$ cat src/rtl/etpt_pkg.sv
// Shared types and constants of the encoder turn and position tracker.
package etpt_pkg;

  localparam int unsigned CountWidth = 64;
  localparam int unsigned DeltaWidth = 32;
  localparam int unsigned ResWidth   = 32;
  localparam int unsigned DigitWidth = 8;

  localparam int unsigned CfgIndexWidth = 2;
  localparam int unsigned CfgDataWidth  = 32;

  localparam logic [CfgIndexWidth-1:0] REG_ENCODER_RESOLUTION = 2'd0;
  localparam logic [CfgIndexWidth-1:0] REG_INPUT_ENABLE       = 2'd1;

  localparam logic [ResWidth-1:0] RESOLUTION_RESET   = 32'd131072;
  localparam logic                INPUT_ENABLE_RESET = 1'b1;

  localparam logic [DeltaWidth-1:0] TURNS_MAX = 32'h7FFF_FFFF;
  localparam logic [DeltaWidth-1:0] TURNS_MIN = 32'h8000_0000;

  typedef enum logic [1:0] {
    ST_IDLE,
    ST_ACCUM,
    ST_DIV,
    ST_FIN
  } ctrl_state_t;

  typedef enum logic [1:0] {
    DV_IDLE,
    DV_NEG,
    DV_RUN
  } div_phase_t;

  typedef struct packed {
    logic start;
    logic clear;
  } acc_ctrl_t;

  typedef struct packed {
    logic                  done;
    logic                  negative;
    logic [CountWidth-1:0] quotient;
    logic [ResWidth-1:0]   remainder;
  } div_result_t;

endpackage

$ cat src/rtl/etpt_accum.sv
// Running pulse total with a byte-serial adder for the signed delta.
module etpt_accum (
  input  logic                              clk,
  input  logic                              rst,
  input  etpt_pkg::acc_ctrl_t               ctrl,
  input  logic [etpt_pkg::DeltaWidth-1:0]   delta,
  output logic [etpt_pkg::CountWidth-1:0]   total,
  output logic                              done
);
  import etpt_pkg::*;

  logic [DeltaWidth-1:0] dlt;
  logic                  sgn;
  logic                  carry;
  logic                  busy;
  logic [2:0]            cnt;
  logic [DigitWidth-1:0] addend;
  logic [DigitWidth:0]   sum;

  // The upper four digits of the delta are its sign extension.
  assign addend = cnt[2] ? {DigitWidth{sgn}} : dlt[DigitWidth-1:0];
  assign sum    = {1'b0, total[DigitWidth-1:0]} + {1'b0, addend}
                  + {{DigitWidth{1'b0}}, carry};

  always_ff @(posedge clk) begin
    if (rst) begin
      total <= '0;
      busy  <= 1'b0;
      done  <= 1'b0;
      cnt   <= '0;
      carry <= 1'b0;
    end else begin
      done <= busy && !ctrl.clear && !ctrl.start && (cnt == 3'd7);
      if (ctrl.clear) begin
        total <= '0;
        busy  <= 1'b0;
      end else if (ctrl.start) begin
        dlt   <= delta;
        sgn   <= delta[DeltaWidth-1];
        busy  <= 1'b1;
        cnt   <= '0;
        carry <= 1'b0;
      end else if (busy) begin
        // The total rotates right one byte per cycle, so after eight steps
        // every byte is back in its place.
        total <= {sum[DigitWidth-1:0], total[CountWidth-1:DigitWidth]};
        dlt   <= {{DigitWidth{1'b0}}, dlt[DeltaWidth-1:DigitWidth]};
        carry <= sum[DigitWidth];
        cnt   <= cnt + 3'd1;
        if (cnt == 3'd7) begin
          busy <= 1'b0;
        end
      end
    end
  end

endmodule

$ cat src/rtl/etpt_divider.sv
// Magnitude and restoring bit-serial division of the total by the resolution.
module etpt_divider (
  input  logic                              clk,
  input  logic                              rst,
  input  logic                              start,
  input  logic [etpt_pkg::CountWidth-1:0]   dividend,
  input  logic [etpt_pkg::ResWidth-1:0]     divisor,
  output etpt_pkg::div_result_t             result
);
  import etpt_pkg::*;

  div_phase_t            phase;
  div_phase_t            phase_next;
  logic [CountWidth-1:0] dvd;
  logic [ResWidth-1:0]   rem;
  logic                  neg;
  logic                  carry;
  logic                  done;
  logic [5:0]            cnt;

  logic                  load_en;
  logic                  neg_en;
  logic                  run_en;

  logic [DigitWidth:0]   neg_sum;
  logic [ResWidth:0]     trial;
  logic                  fits;
  logic [ResWidth:0]     diff;

  assign neg_sum = {1'b0, ~dvd[DigitWidth-1:0]} + {{DigitWidth{1'b0}}, carry};
  assign trial   = {rem, dvd[CountWidth-1]};
  assign fits    = trial >= {1'b0, divisor};
  assign diff    = trial - {1'b0, divisor};

  always_comb begin
    phase_next = phase;
    unique case (phase)
      DV_IDLE: begin
        if (start) begin
          phase_next = dividend[CountWidth-1] ? DV_NEG : DV_RUN;
        end
      end
      DV_NEG: begin
        if (cnt[2:0] == 3'd7) begin
          phase_next = DV_RUN;
        end
      end
      DV_RUN: begin
        if (cnt == 6'd63) begin
          phase_next = DV_IDLE;
        end
      end
      default: phase_next = DV_IDLE;
    endcase
  end

  always_comb begin
    load_en = 1'b0;
    neg_en  = 1'b0;
    run_en  = 1'b0;
    unique case (phase)
      DV_IDLE: load_en = start;
      DV_NEG:  neg_en  = 1'b1;
      DV_RUN:  run_en  = 1'b1;
      default: ;
    endcase
  end

  always_ff @(posedge clk) begin
    if (rst) begin
      phase <= DV_IDLE;
      cnt   <= '0;
      done  <= 1'b0;
    end else begin
      phase <= phase_next;
      done  <= run_en && (cnt == 6'd63);
      if (load_en || (neg_en && cnt[2:0] == 3'd7)) begin
        cnt <= '0;
      end else if (neg_en || run_en) begin
        cnt <= cnt + 6'd1;
      end
    end
  end

  always_ff @(posedge clk) begin
    if (load_en) begin
      dvd   <= dividend;
      neg   <= dividend[CountWidth-1];
      rem   <= '0;
      carry <= 1'b1;
    end else if (neg_en) begin
      // Two's complement negation, one byte per cycle from the low end.
      dvd   <= {neg_sum[DigitWidth-1:0], dvd[CountWidth-1:DigitWidth]};
      carry <= neg_sum[DigitWidth];
    end else if (run_en) begin
      // Quotient bits enter at the bottom as dividend bits leave the top.
      dvd <= {dvd[CountWidth-2:0], fits};
      rem <= fits ? diff[ResWidth-1:0] : trial[ResWidth-1:0];
    end
  end

  assign result.done      = done;
  assign result.negative  = neg;
  assign result.quotient  = dvd;
  assign result.remainder = rem;

endmodule

$ cat src/rtl/encoder_turn_position_tracker.sv
// Top level of the encoder turn and position tracker.
// Each transfer on the input adds a signed 32-bit pulse delta to a wrapping
// 64-bit total and yields one result: the total, the whole turns (total over
// resolution, truncated toward zero, saturated to 32 bits) and the position
// within the turn (0 to resolution - 1). An item passes through a byte-serial
// add, then, when the new total is negative, a byte-serial step that takes its
// magnitude, and then the bit-serial divider. With a zero resolution the
// divider is skipped; with input disabled the add is skipped too, the total is
// cleared and the result is all zero. A new item is taken once the previous
// one has reached the output register, even while that result still waits to
// be read.
module encoder_turn_position_tracker (
  input  logic                                 clk,
  input  logic                                 rst,
  input  logic                                 cfg_we,
  input  logic [etpt_pkg::CfgIndexWidth-1:0]   cfg_index,
  input  logic [etpt_pkg::CfgDataWidth-1:0]    cfg_data,
  input  logic                                 s_tvalid,
  output logic                                 s_tready,
  input  logic [31:0]                          s_tdata,  // [31:0] count_delta
  output logic                                 m_tvalid,
  input  logic                                 m_tready,
  // [63:0] total_count, [95:64] turns, [127:96] position_in_turn
  output logic [127:0]                         m_tdata
);
  import etpt_pkg::*;

  logic [ResWidth-1:0]   resolution;
  logic                  input_enable;
  ctrl_state_t           state;
  ctrl_state_t           state_next;
  logic                  item_off;

  acc_ctrl_t             acc_ctrl;
  logic [CountWidth-1:0] total;
  logic                  acc_done;
  logic                  div_start;
  div_result_t           div_res;

  logic                  s_xfer;
  logic                  load_out;
  logic                  res_zero;
  logic                  quo_high;
  logic [DeltaWidth-1:0] turns_val;
  logic [ResWidth-1:0]   pos_val;

  logic [CountWidth-1:0] out_total;
  logic [DeltaWidth-1:0] out_turns;
  logic [ResWidth-1:0]   out_pos;

  assign s_xfer   = s_tvalid && s_tready;
  assign res_zero = (resolution == '0);

  always_ff @(posedge clk) begin
    if (rst) begin
      resolution   <= RESOLUTION_RESET;
      input_enable <= INPUT_ENABLE_RESET;
    end else if (cfg_we) begin
      if (cfg_index == REG_ENCODER_RESOLUTION) begin
        resolution <= cfg_data;
      end else if (cfg_index == REG_INPUT_ENABLE) begin
        input_enable <= cfg_data[0];
      end
    end
  end

  always_comb begin
    state_next = state;
    unique case (state)
      ST_IDLE: begin
        if (s_xfer) begin
          state_next = input_enable ? ST_ACCUM : ST_FIN;
        end
      end
      ST_ACCUM: begin
        if (acc_done) begin
          state_next = res_zero ? ST_FIN : ST_DIV;
        end
      end
      ST_DIV: begin
        if (div_res.done) begin
          state_next = ST_FIN;
        end
      end
      ST_FIN: begin
        if (!m_tvalid || m_tready) begin
          state_next = ST_IDLE;
        end
      end
      default: state_next = ST_IDLE;
    endcase
  end

  always_comb begin
    s_tready  = (state == ST_IDLE);
    load_out  = (state == ST_FIN) && (!m_tvalid || m_tready);
    div_start = (state == ST_ACCUM) && acc_done && !res_zero;
    // Disabling input, by register or per item, drops the total to zero.
    acc_ctrl.start = s_xfer && input_enable;
    acc_ctrl.clear = (s_xfer && !input_enable)
                     || (cfg_we && cfg_index == REG_INPUT_ENABLE && !cfg_data[0]);
  end

  always_ff @(posedge clk) begin
    if (rst) begin
      state <= ST_IDLE;
    end else begin
      state <= state_next;
    end
  end

  always_ff @(posedge clk) begin
    if (s_xfer) begin
      item_off <= !input_enable;
    end
  end

  etpt_accum u_accum (
    .clk   (clk),
    .rst   (rst),
    .ctrl  (acc_ctrl),
    .delta (s_tdata),
    .total (total),
    .done  (acc_done)
  );

  etpt_divider u_divider (
    .clk      (clk),
    .rst      (rst),
    .start    (div_start),
    .dividend (total),
    .divisor  (resolution),
    .result   (div_res)
  );

  // A negative quotient saturates once its magnitude passes 2^31, a nonnegative one once it passes 2^31 - 1.
  always_comb begin
    if (div_res.negative) begin
      quo_high  = (div_res.quotient[CountWidth-1:32] != '0)
                  || (div_res.quotient[31] && div_res.quotient[30:0] != '0);
      turns_val = quo_high ? TURNS_MIN : (~div_res.quotient[31:0] + 32'd1);
      pos_val   = (div_res.remainder != '0) ? (resolution - div_res.remainder)
                                            : '0;
    end else begin
      quo_high  = (div_res.quotient[CountWidth-1:31] != '0);
      turns_val = quo_high ? TURNS_MAX : div_res.quotient[31:0];
      pos_val   = div_res.remainder;
    end
  end

  always_ff @(posedge clk) begin
    if (rst) begin
      m_tvalid <= 1'b0;
    end else if (load_out) begin
      m_tvalid <= 1'b1;
    end else if (m_tready) begin
      m_tvalid <= 1'b0;
    end
  end

  always_ff @(posedge clk) begin
    if (load_out) begin
      out_total <= item_off ? '0 : total;
      out_turns <= (item_off || res_zero) ? '0 : turns_val;
      out_pos   <= (item_off || res_zero) ? '0 : pos_val;
    end
  end

  assign m_tdata = {out_pos, out_turns, out_total};

  a_fin_loads : assert property (@(posedge clk) disable iff (rst)
    (state == ST_FIN && (!m_tvalid || m_tready)) |=> m_tvalid)
    else $error("finished item did not reach the output register");

  a_acc_done_state : assert property (@(posedge clk) disable iff (rst)
    acc_done |-> (state == ST_ACCUM))
    else $error("accumulator finished outside the add phase");

  a_div_done_state : assert property (@(posedge clk) disable iff (rst)
    div_res.done |-> (state == ST_DIV))
    else $error("divider finished outside the divide phase");

  a_valid_source : assert property (@(posedge clk) disable iff (rst)
    $rose(m_tvalid) |-> ($past(state) == ST_FIN))
    else $error("output became valid without a finished item");

endmodule

$ cat config.mk
export PLATFORM = sky130hd
export DESIGN_NAME = encoder_turn_position_tracker
export DESIGN_NICKNAME = d
export VERILOG_FILES = /design/src/rtl/etpt_pkg.sv /design/src/rtl/etpt_accum.sv /design/src/rtl/etpt_divider.sv /design/src/rtl/encoder_turn_position_tracker.sv
export SDC_FILE = /design/constraint.sdc
export NUM_CORES = 1
export LEC_CHECK = 0
export BUFFER_PORTS_ARGS = -buffer_cell sky130_fd_sc_hd__clkbuf_2
export CAP_MARGIN = 20
export CORE_MARGIN = 3
export CORE_UTILIZATION = 45
export CTS_CLUSTER_SIZE = 25
export DETAILED_ROUTE_END_ITERATION = 7
export PLACE_DENSITY = 0.69
export SLEW_MARGIN = 20
export SYNTH_ARGS = -nofsm -noshare
export SYNTH_HDL_FRONTEND = slang
export SYNTH_SLANG_ARGS = --single-unit
export TNS_END_PERCENT = 100
$ cat constraint.sdc
create_clock -name clk -period 9.8 [get_ports clk]
set_clock_uncertainty 0.2 [all_clocks]
set_input_delay 1.47 -clock clk [delete_from_list [all_inputs] [get_ports clk]]
set_output_delay 1.47 -clock clk [all_outputs]
set_load 0.005 [all_outputs]
==> metrics.md, run 1 <==
| Metric | Value |
|---|---|
| Clock Sinks | `375` |
| CTS tree | `built` |
| Peak supply drop | `143 uV` |
| Later-pin clock latency in the skew report | `0.57 ns` |
| Row count | `76` |
| Tot GR Track Use | `22.8%` |
| Buffers & Inverters on Critical Path | `1` |
| Endpoints failing setup | `0` |
| Most frequent cell after synthesis | `nand2_1` |
| Crit Path Class | `flop to flop` |
| Post-DP HPWL | `38,500 um` |
| CTS clock-pin slew for the worst setup and hold paths | `0.06 ns` |
| Pleak | `8.82 nW` |
| Core Footprint | `43,600 um2` |
| Outcome | `finished clean` |
| Crit path DAT | `4.34 ns` |
| Avg Inst Size Synth | `9.26 um2` |
| # IOs | `201` |
| Critical path endpoint category | `flop` |
| Adder-cell share of the synthesized area | `5.64%` |
| Largest family of logic cells by synthesized area | `simple AND/OR/NAND/NOR gates` |
| Root Driver | `clkbuf_16` |
| Worst path most repeated cell | `nand2_1` |
| Antenna diodes | `0` |
| Final hold vios | `0` |
| Layout cells sized above 1 | `13.8%` |
| Internal power | `3.52 mW` |
| Slowest CP cell | `nand2b_1` |
| Total power | `5.42 mW` |
| Mux cell area share after synthesis | `3.79%` |
| Setup crit start kind | `flop` |
| Yosys warns | `0` |
| Crit path max-delay family | `simple AND/OR/NAND/NOR gates` |
| PortBufs | `200` |
| Die H | `217 um` |
| Final GP Congestion | `0.893` |
| Compound-Gate Fraction of Synth Area | `16.3%` |
| R2r setup slk | `5.61 ns` |
| Cell taking the most area after synthesis | `edfxtp_1` |
| Router iterations before antenna repair | `6` |
| FF+latch count, synth | `375` |
| Pin count of the biggest net entering global routing | `121` |
| CP required | `9.95 ns` |
| Worst min-delay path class | `flop to flop` |
| Synthesized net count | `2,325` |
| Vias in the first global route | `15,500` |
| Hold path start | `u_accum.carry$_SDFFE_PP0P_` |
| PwrDens | `236 nW/um2` |
| Setup tns final | `0 ns` |
| Slew Limit Fails | `0` |
| First-pass GRT wire length | `86,500 um` |
| Post-CTS Setup Bufs | `0` |
| Iter 0 DRT Violations | `1,417` |
| Routed wire length | `55,100 um` |
| Switching Power | `1.90 mW` |
| Combinational share of power | `31.6%` |
| Cts hold-fix bufs | `0` |
| Minimum clock period | `4.19 ns` |
| Relative slew slack | `31.3%` |
| Die Wd | `217 um` |
| Drt via density | `5.62` |
| CTS resizes | `0` |
| Top-area cell type share of the netlist area | `34.0%` |
| Initial antenna violation count | `0` |
| Sequential power share | `38.9%` |
| Xor/xnor share of the synthesized area | `3.10%` |
| Worst Max-Slew Pin Slew | `1.03 ns` |
| Worst hold endpoint | `u_accum.carry$_SDFFE_PP0P_` |
| Reg-to-reg endpoint | `out_turns[14]$_SDFFCE_PP0P_` |
| Initial core utilization | `46.1%` |
| Yosys cell types | `75` |
| Fraction of registers with async set/reset | `0%` |
| RSZ-0062 raised after global routing | `no` |
| Total CTS buffers | `41` |
| DR vias | `16,500` |
| Final period util | `42.7%` |
| Main flop type after synthesis | `edfxtp_1` |
| Nets | `2,467` |
| Synth Area in Simple Gates | `17.9%` |
| Hold depth | `2` |
| Maximum fanout along the worst path | `24` |
| WL/cell | `18.8 um` |
| Worst path cell trace | `inv_1, ha_1, nand2b_4, or4_4, nor4b_2, and4b_1, nor4b_4, a31o_1, nand2_1, nand2_1, nand2b_1, a311oi_1` |
| DRC violations left | `0` |
| EDFF count, synth | `227` |
| Overflow after GRT | `0` |
| R2R cell count | `12` |
| Max capacitance violation total | `0` |
| Synth top area cells | `edfxtp_1 (34%), dfxtp_1 (15%), nand2_1 (7.3%)` |
| Register area share after synthesis | `48.7%` |
| Post-synth top cells | `nand2_1 (391), edfxtp_1 (227), a21oi_1 (216)` |
| Die area | `47,200 um2` |
| Netlist Area Pre-Place | `20,100 um2` |
| RR Startpoint | `u_divider.dvd[0]$_DFFE_PP_` |
| Synth Instances | `2,166` |
| Hold slack | `0.255 ns` |
| Worst path max stage delay | `0.50 ns` |
| Switching fraction of total power | `35.1%` |
| Max Fclk | `239 MHz` |
| # H-tree levels | `2` |
| Area Overhead vs Synth | `14.4%` |
| Post-route ant nets | `0` |
| Clk buf depth | `3` |
| Clock power frac | `29.5%` |
-- worst register-to-register path, delay by kind of cell (launching register included) --
kind	cells	cell delay, ns
AO/OA/AOI/OAI	2	0.74
adder cells (fa/ha/maj)	1	0.24
buffers and inverters	1	0.12
flip-flops	1	0.45
AND/OR/NAND/NOR	8	2.24
-- stage by stage --
stage / cells / instance area [um2] / setup slack [ns] / utilization, %
3_3_place_gp: 2849 / 21500 / 5.52 / 49.4
3_5_place_dp: 2849 / 21500 / 5.43 / 49.4
4_1_cts: 2925 / 22900 / 5.65 / 52.6
6_report: 2926 / 22900 / 5.61 / 52.7
5_1_grt: 2926 / 22900 / 5.33 / 52.7
2_1_floorplan: 2166 / 20100 / 1.77 / -
-- state kept, by name (all words and copies together), names as in the netlist, 2 cells and up --
register         count
u_divider.dvd       64
out_turns           32
u_divider.rem       32
out_total           64
u_accum.dlt         32
out_pos             32
resolution          32
state                2
u_divider.phase      2
u_divider.cnt        6
u_accum.cnt          3
u_accum.total       64
-- layout make-up --
type | instances | area (um2)
clock buffer | 58 | 1270
clock inverter | 18 | 150
fill | 4020 | 20600
inverter | 114 | 428
multi-input combinational | 1556 | 9430
sequential | 375 | 9780
tap | 585 | 732
timing repair buffer | 220 | 1160
-- cells by family (layout without fill, tap and decap cells) --
kind of cell / after synthesis / in the layout
DFF: 375 / 375
and+or+nand+nor: 771 / 771
buffers and inverters: 235 / 410
muxes: 76 / 76
AOI/OAI and AO/OA: 550 / 550
adders and majority gates: 88 / 88
xor gates and xnor gates: 71 / 71
-- worst max-delay path by stage --
stage | from | endpoint | slack [ns] | cells after the start
final | u_divider.dvd[0]$_DFFE_PP_ | out_turns[14]$_SDFFCE_PP0P_ | 5.61 | 12
after global routing | u_divider.dvd[0]$_DFFE_PP_ | out_turns[14]$_SDFFCE_PP0P_ | 5.33 | 12
after CTS | u_divider.dvd[0]$_DFFE_PP_ | out_turns[14]$_SDFFCE_PP0P_ | 5.65 | 12
after detailed placement | m_tready | out_pos[5]$_SDFFCE_PP0P_ | 5.43 | 5
after global placement | m_tready | out_turns[11]$_SDFFCE_PP0P_ | 5.52 | 5
after floorplan | m_tready | out_pos[0]$_SDFFCE_PP0P_ | 1.77 | 2
-- placed cells by master, fill, tap and decap left out, drive strengths merged, types with 8 or more instances in the layout --
| cell | netlist | final |
|---|---|---|
| a31oi | 14 | 14 |
| nand2 | 391 | 391 |
| a211oi | 18 | 18 |
| clkbuf | 105 | 258 |
| dfxtp | 148 | 148 |
| nand2b | 20 | 20 |
| nor2 | 139 | 139 |
| nor4 | 31 | 31 |
| a311oi | 16 | 16 |
| a21oi | 216 | 216 |
| o21ai | 151 | 151 |
| a211o | 8 | 8 |
| o211ai | 11 | 11 |
| a21o | 27 | 27 |
| clkinv | 2 | 15 |
| xor2 | 27 | 27 |
| inv | 112 | 114 |
| nor3 | 28 | 28 |
| mux2i | 76 | 76 |
| or3 | 14 | 14 |
| buf | 16 | 20 |
| nor2b | 72 | 72 |
| and2 | 19 | 19 |
| o22ai | 13 | 13 |
| nand4 | 14 | 14 |
| xnor2 | 44 | 44 |
| o21a | 8 | 8 |
| ha | 84 | 84 |
| a22oi | 17 | 17 |
| nand3 | 12 | 12 |
| edfxtp | 227 | 227 |
-- per-layer routing --
layer	track usage [%]	part of all wire (%)	vias to the layer above
met1	32.6	45	7773
met5	0	0	-
met4	6.22	2.4	0
li1	-	-	7956
met2	35.5	45	626
met3	4.61	7.6	99
-- power by group through the flow --
stage	clock [mW]	combinational [mW]	sequential (mW)
floorplan	0	1.30	2.07
global placement	0	1.65	2.13
detailed placement	0	1.69	2.14
CTS	1.64	1.70	2.10
global route	1.70	1.93	2.13
finish	1.60	1.71	2.11
Note: power is estimated with default switching activity, not from simulation.
==> run 2: changes to the inputs <==
PLACE_DENSITY = 0.71   (was 0.69)
clock period = 3.7 ns   (was 9.8 ns; I/O delays follow)
==> metrics.md, run 2 (synthesis gave the netlist of run 1 again) <==
| Metric | Value |
|---|---|
| DR vias | `16,900 (+2.9%)` |
| Worst path max stage delay | `0.40 ns (-0.10 ns)` |
| Max Fclk | `281 MHz (+18%)` |
| Commonest non-fill, non-tap cell in the layout | `nand2_1` |
| Die H | `217 um (unchanged)` |
| CTS clock-pin slew for the worst setup and hold paths | `0.06 ns (about the same)` |
| Relative slew slack | `42.6% (+11 points)` |
| CTS tree | `built` |
| Reg-to-reg endpoint | `out_pos[31]$_SDFFCE_PP0P_` |
| Placed Area | `22,100 um2 (+2.9%)` |
| Post-DP HPWL | `40,200 um (+4.4%)` |
| PwrDens | `614 nW/um2 (+160%)` |
| Final GP Congestion | `0.923 (+3.4%)` |
| WL/cell | `18.7 um (-0.52%)` |
| R2R cell count | `13 (+1)` |
| DRC violations left | `0 (unchanged)` |
| Core Footprint | `43,600 um2 (unchanged)` |
| Minimum clock period | `3.56 ns (-0.630 ns)` |
| First-pass GRT wire length | `89,800 um (+3.7%)` |
| RSZ-0062 raised after global routing | `no` |
| Layout cells sized above 1 | `16.2% (+2.3 points)` |
| Initial core utilization | `46.1% (unchanged)` |
| Pleak | `9.27 nW (+5.1%)` |
| Buffers & Inverters on Critical Path | `2 (+1)` |
| # IOs | `201 (unchanged)` |
| Worst min-delay path class | `input port to flop` |
| Pin count of the biggest net entering global routing | `123 (+1.7%)` |
| R2r setup slk | `0.14 ns (-5.47 ns)` |
| Crit path from | `u_divider.rem[12]$_SDFFE_PP0P_` |
| Die Wd | `217 um (unchanged)` |
| Overflow after GRT | `0 (unchanged)` |
| Critical path endpoint category | `flop` |
| Drt via density | `5.60 (-0.44%)` |
| Routed wire length | `56,700 um (+2.8%)` |
| Worst hold endpoint | `resolution[14]$_SDFFE_PP0P_` |
| Iter 0 DRT Violations | `1,322 (-6.7%)` |
| Largest regs | `out_total: 64 flops, u_accum.total: 64 flops, u_divider.dvd: 64 flops` |
| Die area | `47,200 um2 (unchanged)` |
| Final hold vios | `0 (unchanged)` |
| RR Startpoint | `u_divider.rem[12]$_SDFFE_PP0P_` |
| Initial antenna violation count | `0 (unchanged)` |
| Crit path max-delay family | `compound AO/OA/AOI/OAI gates` |
| Area Overhead vs Synth | `18.6%` |
| CP required | `3.82 ns (-6.13 ns)` |
| Root Driver | `clkbuf_16` |
| # fillers | `4,026 (+0.15%)` |
| Clock Sinks | `375 (unchanged)` |
| Slowest CP cell | `dfxtp_1` |
| Worst path cell trace | `inv_1, ha_1, a211oi_1, o21ai_1, nand4_1, o2111ai_1, o31ai_1, buf_4, a21oi_1, or3_1, o22ai_1, xnor2_1, a311o_1` |
| Crit Path Class | `flop to flop` |
| Final non-filler cell total | `3,025 (+3.4%)` |
| Later-pin clock latency in the skew report | `0.60 ns (+0.03 ns)` |
| Endpoints failing setup | `0 (unchanged)` |
| Row count | `76 (unchanged)` |
| Setup tns final | `0 ns (unchanged)` |
| Maximum fanout along the worst path | `5 (-79%)` |
| Clk buf depth | `3 (unchanged)` |
| Vias in the first global route | `16,300 (+5.0%)` |
| Hold depth | `3 (+1)` |
| Setup crit start kind | `flop` |
| Router iterations before antenna repair | `5 (-1)` |
| Crit path DAT | `3.68 ns (-0.66 ns)` |
| Max capacitance violation total | `0 (unchanged)` |
| Post-Place Cells | `2,920 (+2.5%)` |
| Peak supply drop | `342 uV (+140%)` |
| Hold path start | `cfg_data[14]` |
| Worst Max-Slew Pin Slew | `0.853 ns (-0.177 ns)` |
| Post-route ant nets | `0 (unchanged)` |
| Final period util | `96.2% (+53 points)` |
| Leading cell types in the layout, fill and taps excluded | `nand2_1 (390), edfxtp_1 (227), a21oi_1 (216)` |
| PortBufs | `200 (unchanged)` |
| # H-tree levels | `2 (unchanged)` |
| Nets | `2,566 (+4.0%)` |
| Final instance area | `23,800 um2 (+3.7%)` |
| Slew Limit Fails | `0 (unchanged)` |
| Outcome | `finished clean` |
| Tot GR Track Use | `23.7% (+0.88 points)` |
| Total CTS buffers | `42 (+2.4%)` |
| Antenna diodes | `0 (unchanged)` |
## run 2: power breakdown
part | total [mW] | internal (mW) | switching (mW)
logic | 5.04 | 2.06 | 2.97
registers | 5.44 | 5.05 | 0.392
clock network | 4.14 | 2.36 | 1.78
## run 2: layout make-up
class / count / area, um2 / area share, %
clock inverters: 16 / 160 / 0.673
clock buffers: 61 / 1200 / 5.06
inverters: 114 / 428 / 1.80
well taps: 585 / 732 / 3.07
multi-input cells: 1556 / 9450 / 39.7
flip-flops and latches: 375 / 9780 / 41.1
repair buffers: 318 / 2050 / 8.60
## run 2: worst max-delay path by stage
stage | endpoint | slack, ns | cells past startpoint
finish | out_pos[31]$_SDFFCE_PP0P_ | 0.14 | 13
global route | out_pos[31]$_SDFFCE_PP0P_ | 0.0007 | 13
CTS | out_turns[29]$_SDFFCE_PP0P_ | 0.15 | 12
detailed placement | out_turns[29]$_SDFFCE_PP0P_ | 0.19 | 12
global placement | out_pos[30]$_SDFFCE_PP0P_ | 0.20 | 14
floorplan | u_divider.dvd[0]$_DFFE_PP_ | 0.25 | 8
## run 2: worst min-delay path, cell delays in order
cell	delay (ns)
clkbuf_2	0.08
nand2_1	0.06
a21oi_1	0.05
## run 2: through the flow
stage          hold WS, ns  setup WS, ns  utilization [%]  power [mW]
2_1_floorplan        0.222         0.254                -        8.91
3_3_place_gp         0.236         0.202             50.8        10.4
3_5_place_dp         0.247         0.185             50.8        10.5
4_1_cts            0.00295         0.147             54.6        14.6
5_1_grt             0.0163      0.000661             54.7        15.5
6_report            0.0189         0.141             54.7        14.6
## run 2: per-layer routing
metal  up-vias  track usage (%)  share of wire (%)
li1       8145                -                  -
met1      7998             34.5                 45
met2       701             36.2                 44
met3        92             3.71                8.2
met4         0             8.02                2.9
met5         -                0                  0
## run 2: timing repair
item | in CTS | in global routing
setup endpoints to repair | 0 | 6
setup buffers | 0 | 0
hold buffers | 28 | 0
resized for setup | 0 | 9
hold endpoints to repair | 28 | 0
==> run 3: changes to the inputs <==
CORE_ASPECT_RATIO = 0.8   (was not set)
==> metrics.md, run 3 (synthesis gave the netlist of run 1 again) <==
| Metric | Value |
|---|---|
| Critical path endpoint category | `flop` |
| Slowest CP cell | `a311oi_1` |
| Maximum fanout along the worst path | `7 (+2)` |
| Initial antenna violation count | `1 (+1)` |
| CTS tree | `built` |
| DR vias | `17,100 (+0.77%)` |
| Layout cells sized above 1 | `16.9% (+0.66 points)` |
| Reg-to-reg endpoint | `out_turns[8]$_SDFFCE_PP0P_` |
| Drt via density | `5.66 (+1.1%)` |
| Commonest non-fill, non-tap cell in the layout | `nand2_1` |
| Internal power | `9.46 mW (-0.15%)` |
| Antenna diodes | `0 (unchanged)` |
| R2R cell count | `12 (-1)` |
| Row count | `68 (-11%)` |
| Pleak | `9.22 nW (-0.56%)` |
| Largest regs | `out_total: 64 flops, u_accum.total: 64 flops, u_divider.dvd: 64 flops` |
| PwrDens | `627 nW/um2 (+2.0%)` |
| Final non-filler cell total | `3,016 (-0.30%)` |
| Minimum clock period | `3.60 ns (+0.0464 ns)` |
| Hold depth | `3 (unchanged)` |
| Max Fclk | `277 MHz (-1.3%)` |
| WL/cell | `19.6 um (+4.6%)` |
| Combinational share of power | `35.8% (+1.4 points)` |
| Area Overhead vs Synth | `17.7%` |
| Routed wire length | `59,100 um (+4.3%)` |
| Total CTS buffers | `40 (-4.8%)` |
| Overflow after GRT | `0 (unchanged)` |
| Clk buf depth | `3 (unchanged)` |
| Total power | `14.8 mW (+1.2%)` |
| Pre-CTS setup slack | `0.00275 ns (-0.183 ns)` |
| First-pass GRT wire length | `91,400 um (+1.8%)` |
| Die Wd | `242 um (+11%)` |
| Later-pin clock latency in the skew report | `0.56 ns (-0.04 ns)` |
| Crit path from | `u_divider.dvd[0]$_DFFE_PP_` |
| Post-Place Cells | `2,941 (+0.72%)` |
| DRC violations left | `0 (unchanged)` |
| Vias in the first global route | `15,700 (-4.0%)` |
| Final period util | `97.4% (+1.3 points)` |
| Slew Limit Fails | `0 (unchanged)` |
| Clock Sinks | `375 (unchanged)` |
| Post-route ant nets | `0 (unchanged)` |
| Relative slew slack | `39.9% (-2.7 points)` |
| Root Driver | `clkbuf_16` |
| Switching Power | `5.34 mW (+3.7%)` |
| # H-tree levels | `2 (unchanged)` |
| PortBufs | `200 (unchanged)` |
| Crit path DAT | `3.69 ns (about the same)` |
| Peak supply drop | `353 uV (+3.5%)` |
| Tot GR Track Use | `24.3% (+0.56 points)` |
| Hold path start | `cfg_data[31]` |
| Post-DP HPWL | `44,200 um (+9.9%)` |
| Iter 0 DRT Violations | `1,792 (+36%)` |
| Pin count of the biggest net entering global routing | `78 (-37%)` |
| Leading cell types in the layout, fill and taps excluded | `nand2_1 (390), edfxtp_1 (227), a21oi_1 (215)` |
| Worst hold endpoint | `resolution[31]$_SDFFE_PP0P_` |
| Worst path max stage delay | `0.50 ns (+0.10 ns)` |
| Final GP Congestion | `0.960 (+4.0%)` |
| Core Footprint | `43,600 um2 (about the same)` |
| Nets | `2,548 (-0.70%)` |
| RR Startpoint | `u_divider.dvd[0]$_DFFE_PP_` |
| # fillers | `3,899 (-3.2%)` |
| Setup crit start kind | `flop` |
| Setup tns final | `0 ns (unchanged)` |
| Die area | `47,200 um2 (about the same)` |
| Max capacitance violation total | `0 (unchanged)` |
| Router iterations before antenna repair | `6 (+1)` |
| # IOs | `201 (unchanged)` |
| R2r setup slk | `0.1 ns (-0.05 ns)` |
| Crit Path Class | `flop to flop` |
| CTS clock-pin slew for the worst setup and hold paths | `0.06 ns (about the same)` |
| Die H | `195 um (-10%)` |
| Switching fraction of total power | `36.1% (+0.87 points)` |
| Worst path cell trace | `inv_1, ha_1, nand2b_4, or4_4, nor4b_4, and4b_1, nor4b_4, a31o_1, nand2_1, nand2_1, nand2b_2, a311oi_1` |
| Worst min-delay path class | `input port to flop` |
| Clock power frac | `27.1% (-1.2 points)` |
| Worst Max-Slew Pin Slew | `0.900 ns (+0.0466 ns)` |
| Outcome | `finished clean` |
| Endpoints failing setup | `0 (unchanged)` |
| CP required | `3.78 ns (-0.04 ns)` |
| Final WS setup | `0.0950 ns (-0.0464 ns)` |
| Sequential power share | `37.1% (about the same)` |
| Final hold vios | `0 (unchanged)` |
| Initial core utilization | `46.1% (about the same)` |
## run 3: metal layers
metal | global-route usage [%] | up-vias | share of wire, %
met5 | 0 | - | 0
met4 | 4.65 | 0 | 1.6
met3 | 5.38 | 71 | 11
met2 | 32.8 | 809 | 39
met1 | 39.2 | 8083 | 49
li1 | - | 8104 | -
## run 3: final cells by class
class | count | area [um2] | area share [%]
Clock inverter | 18 | 160 | 0.678
Tap cell | 595 | 744 | 3.15
Sequential cell | 375 | 9780 | 41.4
Clock buffer | 56 | 1160 | 4.92
Multi-Input combinational cell | 1556 | 9460 | 40.1
Inverter | 114 | 428 | 1.81
Timing Repair Buffer | 302 | 1880 | 7.97
## run 3: worst max-delay path by stage
| stage | endpoint |
|---|---|
| final | out_turns[8]$_SDFFCE_PP0P_ |
| after CTS | out_turns[22]$_SDFFCE_PP0P_ |
| after global placement | out_turns[6]$_SDFFCE_PP0P_ |
| after detailed placement | out_turns[6]$_SDFFCE_PP0P_ |
| after floorplan | u_divider.dvd[0]$_DFFE_PP_ |
| after global routing | out_turns[27]$_SDFFCE_PP0P_ |
## run 3: power groups by stage
stage | logic [mW] | registers, mW | clock network (mW)
2_1_floorplan | 3.45 | 5.46 | 0
3_3_place_gp | 5.07 | 5.54 | 0
3_5_place_dp | 5.15 | 5.56 | 0
4_1_cts | 5.18 | 5.47 | 4.09
5_1_grt | 5.83 | 5.53 | 4.24
6_report | 5.30 | 5.49 | 4.01
## run 3: critical path: cells and delay by family, from the launching register on
| family | cells | cell delay (ns) |
|---|---|---|
| fa+ha+maj | 1 | 0.27 |
| simple gates | 8 | 1.66 |
| flops | 1 | 0.39 |
| compound gates | 2 | 0.71 |
| buf+inv | 1 | 0.10 |
## run 3: stage by stage
| stage | hold slack [ns] | utilization, % | area [um2] |
|---|---|---|---|
| after floorplan | 0.222 | - | 20100 |
| after global placement | 0.234 | 51.1 | 22300 |
| after detailed placement | 0.244 | 51.1 | 22300 |
| after CTS | 0.00213 | 54.2 | 23600 |
| after global routing | 0.0170 | 54.2 | 23600 |
| final | 0.0307 | 54.2 | 23600 |
## run 3: what timing repair did
| item | CTS | global route |
|---|---|---|
| gates resized for setup | 1 | 8 |
| gates cloned | 0 | 0 |
| hold buffers | 1 | 0 |
| hold endpoints to repair | 1 | 0 |
| setup endpoints to repair | 1 | 18 |
| setup buffers | 0 | 0 |
